## src/design/olq_pkg.sv

```systemverilog
// Shared types and constants for the ordered list deque.
// Op codes, status codes and the control structs used between modules.
// No dependencies.
package olq_pkg;

    localparam int DEPTH_DEF = 32;
    localparam int DATA_W    = 32;
    localparam int LEN_W     = 6;
    localparam int OP_W      = 3;

    typedef enum logic [OP_W-1:0] {
        OP_ADD_FRONT = 3'd0,
        OP_ADD_BACK  = 3'd1,
        OP_POP_FRONT = 3'd2,
        OP_POP_BACK  = 3'd3,
        OP_CLEAR     = 3'd4,
        OP_DELETE    = 3'd5,
        OP_READ_ALL  = 3'd6
    } t_op;

    typedef enum logic [1:0] {
        ST_OK       = 2'd0,
        ST_EMPTY    = 2'd1,
        ST_FULL     = 2'd2,
        ST_NOTFOUND = 2'd3
    } t_status;

    typedef struct packed {
        logic wr_en;
        logic rd_en;
    } t_mem_ctl;

    typedef struct packed {
        logic    valid;
        t_status status;
        logic    last;
    } t_res;

endpackage

```

## src/design/olq_mem.sv

```systemverilog
// Entry store of the ordered list deque: one write port, one read port,
// read data registered. Depends on olq_pkg.
module olq_mem
    import olq_pkg::*;
#(
    parameter int DEPTH = DEPTH_DEF
) (
    input  logic                       i_clk,
    input  t_mem_ctl                   i_ctl,
    input  logic [$clog2(DEPTH)-1:0]   i_waddr,
    input  logic [DATA_W-1:0]          i_wdata,
    input  logic [$clog2(DEPTH)-1:0]   i_raddr,
    output logic [DATA_W-1:0]          o_rdata
);

    logic [DATA_W-1:0] r_mem [DEPTH];
    logic [DATA_W-1:0] r_rdata;

    always_ff @(posedge i_clk) begin
        if (i_ctl.wr_en) begin
            r_mem[i_waddr] <= i_wdata;
        end
        if (i_ctl.rd_en) begin
            r_rdata <= r_mem[i_raddr];
        end
    end

    assign o_rdata = r_rdata;

endmodule

```

## src/design/olq_ctrl.sv

```systemverilog
// Command sequencer of the ordered list deque: front pointer, entry count,
// store walk for delete and readout, result registers. Depends on olq_pkg.
module olq_ctrl
    import olq_pkg::*;
#(
    parameter int DEPTH = DEPTH_DEF
) (
    input  logic                         i_clk,
    input  logic                         i_rst_n,
    input  logic                         i_start,
    input  logic [OP_W-1:0]              i_op,
    input  logic signed [DATA_W-1:0]     i_value,
    output logic                         o_busy,
    output t_mem_ctl                     o_mem_ctl,
    output logic [$clog2(DEPTH)-1:0]     o_waddr,
    output logic [DATA_W-1:0]            o_wdata,
    output logic [$clog2(DEPTH)-1:0]     o_raddr,
    input  logic [DATA_W-1:0]            i_rdata,
    output t_res                         o_res,
    output logic signed [DATA_W-1:0]     o_data,
    output logic [$clog2(DEPTH+1)-1:0]   o_count
);

    localparam int IW = $clog2(DEPTH);
    localparam int CW = $clog2(DEPTH + 1);
    localparam logic [CW-1:0] DEPTH_C = CW'(DEPTH);
    localparam logic [IW-1:0] TOP_IDX = IW'(DEPTH - 1);

    typedef enum logic [3:0] {
        S_IDLE = 4'b0001,
        S_EXEC = 4'b0010,
        S_POP  = 4'b0100,
        S_WALK = 4'b1000
    } t_state;

    function automatic logic [IW-1:0] f_slot(input logic [IW-1:0] base,
                                             input logic [CW-1:0] pos);
        logic [CW:0] sum;
        sum = {{(CW + 1 - IW){1'b0}}, base} + {1'b0, pos};
        if (sum >= (CW + 1)'(DEPTH)) begin
            sum = sum - (CW + 1)'(DEPTH);
        end
        return sum[IW-1:0];
    endfunction

    t_state            r_state, n_state;
    logic [OP_W-1:0]   r_op, n_op;
    logic [DATA_W-1:0] r_value, n_value;
    logic [IW-1:0]     r_front, n_front;
    logic [CW-1:0]     r_count, n_count;
    logic [CW-1:0]     r_pos, n_pos;
    logic [CW-1:0]     r_cpos, n_cpos;
    logic              r_dv, n_dv;
    logic              r_found, n_found;
    t_res              r_res, n_res;
    logic [DATA_W-1:0] r_data, n_data;

    logic          is_full, is_empty, last_pos, hit;
    logic [IW-1:0] front_dec, front_inc;

    assign is_full   = (r_count >= DEPTH_C);
    assign is_empty  = (r_count == '0);
    assign front_dec = (r_front == '0) ? TOP_IDX : r_front - 1'b1;
    assign front_inc = (r_front == TOP_IDX) ? '0 : r_front + 1'b1;
    assign last_pos  = (r_cpos == r_count - 1'b1);
    assign hit       = (i_rdata == r_value);

    always_comb begin
        n_state   = r_state;
        n_op      = r_op;
        n_value   = r_value;
        n_front   = r_front;
        n_count   = r_count;
        n_pos     = r_pos;
        n_cpos    = r_cpos;
        n_dv      = r_dv;
        n_found   = r_found;
        n_res     = '{valid: 1'b0, status: ST_OK, last: 1'b1};
        n_data    = '0;
        o_mem_ctl = '{wr_en: 1'b0, rd_en: 1'b0};
        o_waddr   = '0;
        o_wdata   = r_value;
        o_raddr   = '0;

        unique case (r_state)
            S_IDLE: begin
                if (i_start) begin
                    n_op    = i_op;
                    n_value = i_value;
                    n_state = S_EXEC;
                end
            end
            S_EXEC: begin
                n_state = S_IDLE;
                unique case (r_op)
                    OP_ADD_FRONT: begin
                        n_res.valid = 1'b1;
                        if (is_full) begin
                            n_res.status = ST_FULL;
                        end else begin
                            n_front         = front_dec;
                            o_waddr         = front_dec;
                            o_mem_ctl.wr_en = 1'b1;
                            n_count         = r_count + 1'b1;
                        end
                    end
                    OP_ADD_BACK: begin
                        n_res.valid = 1'b1;
                        if (is_full) begin
                            n_res.status = ST_FULL;
                        end else begin
                            o_waddr         = f_slot(r_front, r_count);
                            o_mem_ctl.wr_en = 1'b1;
                            n_count         = r_count + 1'b1;
                        end
                    end
                    OP_POP_FRONT, OP_POP_BACK: begin
                        if (is_empty) begin
                            n_res.valid  = 1'b1;
                            n_res.status = ST_EMPTY;
                        end else begin
                            o_mem_ctl.rd_en = 1'b1;
                            o_raddr = (r_op == OP_POP_FRONT) ? r_front
                                    : f_slot(r_front, r_count - 1'b1);
                            n_state = S_POP;
                        end
                    end
                    OP_CLEAR: begin
                        n_res.valid = 1'b1;
                        n_count     = '0;
                        n_front     = '0;
                    end
                    OP_DELETE, OP_READ_ALL: begin
                        if (is_empty) begin
                            n_res.valid  = 1'b1;
                            n_res.status = ST_EMPTY;
                        end else begin
                            n_pos   = '0;
                            n_dv    = 1'b0;
                            n_found = 1'b0;
                            n_state = S_WALK;
                        end
                    end
                    default: begin
                        n_res.valid = 1'b1;
                    end
                endcase
            end
            S_POP: begin
                n_res.valid = 1'b1;
                n_data      = i_rdata;
                n_count     = r_count - 1'b1;
                if (r_op == OP_POP_FRONT) begin
                    n_front = front_inc;
                end
                n_state = S_IDLE;
            end
            S_WALK: begin
                // reads run one entry ahead of compare and shift-down writes
                if (r_pos != r_count) begin
                    o_mem_ctl.rd_en = 1'b1;
                    o_raddr = f_slot(r_front, r_pos);
                    n_pos   = r_pos + 1'b1;
                    n_cpos  = r_pos;
                    n_dv    = 1'b1;
                end else begin
                    n_dv = 1'b0;
                end
                if (r_dv) begin
                    if (r_op == OP_READ_ALL) begin
                        n_res.valid = 1'b1;
                        n_res.last  = last_pos;
                        n_data      = i_rdata;
                    end else begin
                        if (r_found) begin
                            o_mem_ctl.wr_en = 1'b1;
                            o_waddr = f_slot(r_front, r_cpos - 1'b1);
                            o_wdata = i_rdata;
                        end else if (hit) begin
                            n_found = 1'b1;
                        end
                        if (last_pos) begin
                            n_res.valid = 1'b1;
                            if (r_found || hit) begin
                                n_data  = r_value;
                                n_count = r_count - 1'b1;
                            end else begin
                                n_res.status = ST_NOTFOUND;
                            end
                        end
                    end
                    if (last_pos) begin
                        n_state = S_IDLE;
                    end
                end
            end
            default: begin
                n_state = S_IDLE;
            end
        endcase
    end

    always_ff @(posedge i_clk) begin
        if (!i_rst_n) begin
            r_state <= S_IDLE;
            r_front <= '0;
            r_count <= '0;
            r_dv    <= 1'b0;
            r_found <= 1'b0;
            r_res   <= '{valid: 1'b0, status: ST_OK, last: 1'b0};
        end else begin
            r_state <= n_state;
            r_front <= n_front;
            r_count <= n_count;
            r_dv    <= n_dv;
            r_found <= n_found;
            r_res   <= n_res;
        end
    end

    always_ff @(posedge i_clk) begin
        r_op    <= n_op;
        r_value <= n_value;
        r_pos   <= n_pos;
        r_cpos  <= n_cpos;
        r_data  <= n_data;
    end

    assign o_busy  = (r_state != S_IDLE);
    assign o_res   = r_res;
    assign o_data  = r_data;
    assign o_count = r_count;

`ifndef SYNTHESIS
    a_count_bound: assert property (@(posedge i_clk) disable iff (!i_rst_n)
        r_count <= DEPTH_C)
        else $error("entry count beyond depth");

    a_last_idle: assert property (@(posedge i_clk) disable iff (!i_rst_n)
        r_res.valid && r_res.last |-> r_state == S_IDLE)
        else $error("final result while a command is still running");

    a_accept_exec: assert property (@(posedge i_clk) disable iff (!i_rst_n)
        i_start && !o_busy |=> r_state == S_EXEC)
        else $error("accepted transaction not executed");

    a_no_rw_clash: assert property (@(posedge i_clk) disable iff (!i_rst_n)
        o_mem_ctl.wr_en && o_mem_ctl.rd_en |-> o_waddr != o_raddr)
        else $error("read and write to the same entry in one cycle");

    a_walk_ahead: assert property (@(posedge i_clk) disable iff (!i_rst_n)
        r_state == S_WALK && r_dv |-> r_pos == r_cpos + 1'b1)
        else $error("walk read pointer out of step");
`endif

endmodule

```

## src/design/ordered_list_deque_with_delete_top.sv

```systemverilog
// Top level of the ordered list deque with delete by value.
// Instantiates olq_ctrl and olq_mem; depends on olq_pkg.
//
// Usage:
//   A command (i_op, i_value) is taken at a rising edge with start high and
//   busy low. Results come back on o_status, o_data_out, o_length, o_last,
//   each valid for exactly one cycle while o_valid is high; o_last marks the
//   final result of a command. The receiver cannot stall the block.
// Command sequence:
//   Add, clear, unused codes and commands on an empty list: the result is
//   registered in the execute state; the next command waits for busy low.
//   Pops: the execute state issues the store read, the pop state returns it.
//   Delete and readout: the single read port walks one entry per cycle,
//   so readout strobes one result per cycle and delete compacts later
//   entries during the same walk.
// Reset:
//   Synchronous, active low. Length and front pointer clear to zero at once;
//   the entry store is not cleared, there is no clearing pass.
module ordered_list_deque_with_delete_top
    import olq_pkg::*;
#(
    parameter int DEPTH = DEPTH_DEF
) (
    input  logic                      i_clk,
    input  logic                      i_rst_n,
    input  logic                      start,
    output logic                      busy,
    input  logic [OP_W-1:0]           i_op,
    input  logic signed [DATA_W-1:0]  i_value,
    output logic                      o_valid,
    output logic [1:0]                o_status,
    output logic signed [DATA_W-1:0]  o_data_out,
    output logic [LEN_W-1:0]          o_length,
    output logic                      o_last
);

    localparam int IW = $clog2(DEPTH);
    localparam int CW = $clog2(DEPTH + 1);

    t_mem_ctl             mem_ctl;
    logic [IW-1:0]        waddr, raddr;
    logic [DATA_W-1:0]    wdata, rdata;
    t_res                 res;
    logic [CW-1:0]        count;
    logic [LEN_W+CW-1:0]  count_ext;

    olq_ctrl #(.DEPTH(DEPTH)) u_ctrl (
        .i_clk     (i_clk),
        .i_rst_n   (i_rst_n),
        .i_start   (start),
        .i_op      (i_op),
        .i_value   (i_value),
        .o_busy    (busy),
        .o_mem_ctl (mem_ctl),
        .o_waddr   (waddr),
        .o_wdata   (wdata),
        .o_raddr   (raddr),
        .i_rdata   (rdata),
        .o_res     (res),
        .o_data    (o_data_out),
        .o_count   (count)
    );

    olq_mem #(.DEPTH(DEPTH)) u_mem (
        .i_clk   (i_clk),
        .i_ctl   (mem_ctl),
        .i_waddr (waddr),
        .i_wdata (wdata),
        .i_raddr (raddr),
        .o_rdata (rdata)
    );

    // length reported modulo 64
    assign count_ext = {{LEN_W{1'b0}}, count};
    assign o_length  = count_ext[LEN_W-1:0];
    assign o_valid   = res.valid;
    assign o_status  = res.status;
    assign o_last    = res.last;

endmodule
```

## config.mk

```make
export PLATFORM = sky130hd
export DESIGN_NAME = ordered_list_deque_with_delete_top
export DESIGN_NICKNAME = d
export VERILOG_FILES = /design/src/design/olq_pkg.sv /design/src/design/olq_mem.sv /design/src/design/olq_ctrl.sv /design/src/design/ordered_list_deque_with_delete_top.sv
export SDC_FILE = /design/constraint.sdc
export NUM_CORES = 2
export LEC_CHECK = 0
export BUFFER_PORTS_ARGS = -buffer_cell sky130_fd_sc_hd__buf_4
export CAP_MARGIN = 20
export CORE_UTILIZATION = 45
export CTS_CLUSTER_DIAMETER = 120
export CTS_CLUSTER_SIZE = 25
export DETAILED_ROUTE_END_ITERATION = 10
export PLACE_DENSITY = 0.74
export SLEW_MARGIN = 25
export SYNTH_ARGS = -nofsm -noshare
export SYNTH_HDL_FRONTEND = slang
export SYNTH_HIERARCHICAL = 1
export SYNTH_SLANG_ARGS = --single-unit
```

## constraint.sdc

```tcl
create_clock -name i_clk -period 4.6 [get_ports i_clk]
set_input_delay 0.23 -clock i_clk [delete_from_list [all_inputs] [get_ports i_clk]]
set_output_delay 0.23 -clock i_clk [all_outputs]
set_load 0.05 [all_outputs]
```

; ---- Word level (Yosys, flattened, before mapping)
; Memory sizes are Yosys's and may differ from the RTL's. A register that Yosys moved wholly into a read port is not among the register bits.
; Cells that the tools add are included.
; W data, S select, Z words.
[classes]
add_sub_neg = 14
mux = 81
n_eq_ne = 28
n_reduce_logical = 19
n_lt_le_gt_ge = 5
[op_table]
columns = operator, count
row1 = $mux W32, 8
row2 = $mux W5, 17
row3 = $pmux W32 S2, 1
row4 = $pmux W5 S2, 5
row5 = $mux W6, 8
row6 = $eq A32 B32 Y1, 1
row7 = $add A5 B6 Y7, 4
row8 = $ge A7 B6 Y1 const B, 4
row9 = $sub A5 B1 Y5 const B, 5
row10 = $pmux W6 S2, 2
row11 = $mux W1, 20
row12 = $mux W4, 5
row13 = $pmux W6 S3, 1
row14 = $add A6 B1 Y6 const B, 2
row15 = $ne A3 B3 Y1 const B, 4
row16 = $pmux W2 S2, 3
row17 = $pmux W4 S3, 1
row18 = $sub A6 B1 Y6 const B, 2
row19 = $ne A2 B1 Y1 const B, 5
row20 = $eq A3 B3 Y1 const B, 3
row21 = $mux W3, 3
row22 = $ne A2 B2 Y1 const B, 4
row23 = $pmux W4 S2, 1
row24 = $reduce_and A4 Y1, 2
row25 = other kinds (27), 36
[totals]
memories = 1
regBits = 100
wordCells = 161
mem_bits_rw = 1024
[mem_list]
columns = name, depth, width, rd, rd_ports_with_merged_regs, wr, line_no
row1 = u_mem.r_mem, 32, 32, 1, 1, 1, olq_mem.sv:16  ; logic [DATA_W-1:0] r_mem [DEPTH];

; ---- Logic depth before layout (Yosys ltp)
[depth]
word_depth = 8
ltp_mapped = 17
depth_no_buf = 14

; ---- By module
; The synthesis kept the hierarchy.
[modules_own_cells]
columns = module, area_each_um2, instances, cells_each, seq_area_each_um2
row1 = olq_mem, 40812.9, 1, 2260, 31710.4
row2 = olq_ctrl, 5744.3, 1, 531, 2472.4

; ---- Least setup slack after synthesis
; Ideal clock, no wire load.
[synth_path]
path_kind = reg-to-reg
start = register u_ctrl.r_count[1] (netlist: u_ctrl/o_count[1])
end = memory u_mem.r_mem[19][0] (enable)
setup_ns = 0.421
synth_period_minus_slack_ns = 4.744
arrival_ns = 4.322
slack_ns = -0.144
n_path_buf = 1
path_stages_with_launch = 12
t_required_ns = 4.179
path_cell_list = dfxtp_1 clkbuf_1 inv_1 fa_1 nor2b_1 o21a_1 or3_1 o211ai_1 xnor2_1 o22ai_1 or3b_2 nor2_1
[synth_via]
elab_chain_len = 6
elab_cells_between_ends = 14
[synth_rtl]
columns = item, line_no
row1 = from (decl), olq_ctrl.sv:50  ; logic [CW-1:0] r_count, n_count;
row2 = from (signal assigned), olq_ctrl.sv:214  ; r_count <= n_count;
row3 = $add A5 B6 Y7, olq_ctrl.sv:39  ; sum = {{(CW + 1 - IW){1'b0}}, base} + {1'b0, pos};
row4 = $ge A7 B6 Y1 or $sub A5 B1 Y5 (tied branches), "olq_ctrl.sv:40, olq_ctrl.sv:41"
row5 = $mux W5, olq_ctrl.sv:40  ; if (sum >= (CW + 1)'(DEPTH)) begin
row6 = $mux W5, olq_ctrl.sv:109  ; if (is_full) begin
row7 = $pmux W5 S2 *, olq_ctrl.sv:95  ; unique case (r_op)
row8 = $pmux W5 S2 *, olq_ctrl.sv:85  ; unique case (r_state)
row9 = via waddr[4], ordered_list_deque_with_delete_top.sv:41  ; logic [IW-1:0] waddr, raddr;
row10 = to (decl), olq_mem.sv:16
; The timed path passes the listed nets; every way through them passes the cells marked *.

; ---- Worst setup path in the final report
[layout_path]
start = register u_ctrl.r_count[1] (netlist: u_ctrl/o_count[1])
end = register u_mem.r_rdata[13] (netlist: u_mem/o_rdata[13]), read port of u_mem.r_mem, data pin
[layout_via]
elab_chain_len = 8
elab_cells_between_ends = 16
[layout_rtl]
columns = item, line_no
row1 = $sub A6 B1 Y6, olq_ctrl.sv:124  ; : f_slot(r_front, r_count - 1'b1);
row2 = $add A5 B6 Y7, olq_ctrl.sv:39
row3 = $ge A7 B6 Y1 or $sub A5 B1 Y5 (tied branches), "olq_ctrl.sv:40, olq_ctrl.sv:41"
row4 = $mux W5, olq_ctrl.sv:40
row5 = $mux W5, olq_ctrl.sv:123  ; o_raddr = (r_op == OP_POP_FRONT) ? r_front
row6 = $mux W5, olq_ctrl.sv:118  ; if (is_empty) begin
row7 = $mux W5, olq_ctrl.sv:95
row8 = $pmux W5 S2 *, olq_ctrl.sv:85
row9 = via raddr[4], ordered_list_deque_with_delete_top.sv:41
row10 = to (decl), olq_mem.sv:17  ; logic [DATA_W-1:0] r_rdata;
; Marked as above.
; A chain may end at the register's enable or synchronous reset.

==> out/qor.yml <==
setup_path:
  reg2reg_setup_slack_ps: 340
  startpoint_type: "register"
  crit_slowest_cell: "dfxtp_1"
  r2r_end: "u_mem/o_rdata[13]"
  critPathRequiredTime_ps: 4960
  critPathArrivalTime_ps: 4620
  crit_end: "u_mem/o_rdata[13]"
  cp_top_family: "compound AO/OA/AOI/OAI gates"
  critical_path_class: "reg2reg"
  cp-end-kind: "register"
  path_max_fanout: 32
  worst-path-stages: 15
  crit_path_start: "u_ctrl/o_count[1]"
  r2r-start: "u_ctrl/o_count[1]"
  critPathBufInv: 3
  path_cells: "inv_1, ha_1, inv_1, fa_1, a21o_1, a21oi_1, xnor2_1, nor2_1, a2bb2oi_1, a21oi_1, or2_2, buf_12, nor3_1, a31oi_1, nand3_1"
  reg2regPathDepth: 15
  slowest_delay_ps: 580
floorplanning:
  num_rows: 117
  die_w_um: 324
  start_util_pct: 45.6
  die_y_um: 324
  die_area_um2: 105000
  coreArea_um2: 102000
  ios: 81
logic_synthesis:
  synth_edf_count: 1103
  ys.warnings.count: 6
  ys_seq_area_share_pct: 73.4
  async_flop_share_pct: 0
  syn_nets: 2857
  avgSynthCellArea_um2: 16.7
  syn_area_um2: 46600
  ys_ff_latch: 1156
  synth_cell_types: 73
  synthFlopType: "edfxtp_1"
  syn_inst: 2791
power:
  max-vdd-ir-drop_mv: 0.375
  leakage_nw: 15.4
  p_sw_share_pct: 19.7
  pwr-share-clk_pct: 30.3
  combPwrFrac_pct: 2.2
  pwr-share-seq_pct: 67.5
  p_int_mw: 13.8
  power_density_nw_per_um2: 336
  p_sw_mw: 3.40
clock_network:
  ctsHtreeMaxLevel: 2
  max-clock-path-buffers: 3
  cts-root-buf: "clkbuf_16"
  cts_buffers: 52
  cts_tree: "built"
  cts_setup_buffers: 0
  numClockSinks: 1156
  clk_latency_ps: 650
  clk_pin_slew_ps: 110
final_layout:
  drive_above_1_share_pct: 10.7
  fin_util_pct: 50.3
  fin_cells: 4314
  layout-area-overhead-vs-synth_pct: 10.3
  layout_commonest_cell: "edfxtp_1"
  nets: 2988
  layout_common_cells: "edfxtp_1, mux2i_1, buf_4, nand2_1, a21oi_1"
placed_design:
  hpwl_um: 65400
  port_buffers: 80
  placed_cells: 4197
  place.gp.congestion: 0.866
timing:
  drv_slew: 0
  setup_viol: 0
  fin_skew_ps: 22.8
  period_share_pct: 92.5
  hold_violations: 0
  maxSlewHeadroom_pct: 26.9
  hold_slack_ps: 308
  rsz0062_at_grt: "no"
  max_freq_ghz: 0.235
  worst_pin_slew_ps: 1100
  min_period_ps: 4260
global_routing:
  grt_pass1_vias: 24800
  grt_pass1_wl_um: 163000
  grt_overflow: 0
  grt_max_degree: 129
  antenna_found_initial: 2
  grt_usage_pct: 21.0
status:
  status: "finished, final reports clean"
hold_path:
  hold_path.class: "in2reg"
drt:
  viasPerCell: 5.91
  drt_iter0_markers: 3364
  wl_per_cell_um: 26.0
  routed_wl_um: 112000
  ant_nets: 0
  dr_total_vias: 25500
  drc_errors: 0
  dr.pass1.iters: 7
flow_run:
  maxCapViolCount: 0
==> area by class of cell <==
class                   count  area [µm²]
diodes                      3        7.51
clock buffers              73        1400
clock inverters             2        40.0
fillers                  8256       50800
inverters                  14        52.6
multi-input cells        1469       11700
flip-flops and latches   1156       34200
well taps                1368        1710
repair buffers            229        2220
==> stage by stage <==
step,power [mW],setup TNS [ps],cell area [µm²],worst slack (ps)
after detailed placement,12.2,0,49500,353
after floorplan,12.0,-18370,46600,-144
after global placement,12.2,0,49500,430
after global routing,17.7,0,51300,28.7
after CTS,17.3,0,51300,322
final,17.2,0,51400,344
==> power by group through the flow <==
stage          combinational [mW]  sequential (mW)  clock, mW
2_1_floorplan               0.194             11.8          0
3_3_place_gp                0.340             11.9          0
3_5_place_dp                0.352             11.9          0
4_1_cts                     0.381             11.6       5.27
5_1_grt                     0.417             11.6       5.61
6_report                    0.388             11.6       5.22
==> registers in the layout, summed over array words and instances, names as in the netlist <==
register	flops
u_mem/r_mem	1024
u_ctrl/r_dv	1
u_ctrl/r_found	1
u_ctrl/r_cpos	6
u_ctrl/r_op	3
u_ctrl/o_data	32
u_ctrl/r_pos	6
u_ctrl/o_res	4
u_ctrl/o_count	6
u_ctrl/r_value	32
u_ctrl/r_state	4
u_ctrl/r_front	5
u_mem/o_rdata	32
==> per-layer routing <==
| metal | part of all wire [%] | GRT usage [%] | up-vias |
|---|---|---|---|
| met4 | 2.5 | 5.20 | 0 |
| met5 | 0 | 0 | - |
| met3 | 9.0 | 3.43 | 165 |
| li1 | - | - | 11200 |
| met1 | 41 | 29.2 | 12900 |
| met2 | 47 | 34.6 | 1231 |
==> cells in the mapped netlist, types with 36 or more instances <==
cell type	instances	share of area, %
a21oi_1	118	1.3
a22o_1	97	1.8
a22oi_1	99	1.6
buf_2	39	0.42
buf_4	36	0.58
clkbuf_1	50	0.40
dfxtp_1	53	2.3
edfxtp_1	1103	71
mux2i_1	516	11
nand2_1	130	1.0
nand3_1	107	1.2
nor2_1	56	0.45
nor3_1	41	0.44
xnor2_1	54	1.0
==> worst register-to-register path: stages (launching register included) <==
cell and delay (ps):
dfxtp_1 580, inv_1 190, ha_1 390, inv_1 90, fa_1 430, a21o_1 170, a21oi_1 180, xnor2_1 160
nor2_1 60, a2bb2oi_1 140, a21oi_1 470, or2_2 230, buf_12 260, nor3_1 130, a31oi_1 360, nand3_1 140
==> logic make-up (layout without fill, tap and decap cells) <==
family	after synthesis	in the layout	synth area share, %
flops	1156	1156	73.4
simple gates	403	403	4.20
buf+inv	166	318	2.01
xor+xnor	74	74	1.45
compound gates	415	415	6.21
other cells	0	3	0
fa+ha+maj	28	28	0.817
mux	549	549	11.9
==> worst min path at each step <==
stage,start,to,slack (ps),cells past startpoint
after floorplan,i_op[0],u_ctrl/r_op[0],330,0
after global placement,i_value[18],u_ctrl/r_value[18],410,1
final,i_value[10],u_ctrl/r_value[10],310,2
after detailed placement,i_value[18],u_ctrl/r_value[18],410,1
after CTS,i_value[25],u_ctrl/r_value[25],270,2
after global routing,i_value[17],u_ctrl/r_value[17],290,2
==> timing repair <==
action	4_1_cts	5_1_grt
setup endpoints to repair	0	4
endpoints found under the hold margin	49	0
resized for setup	0	1
hold buffers	38	0
No activity file was read; power rests on OpenSTA's default activity.
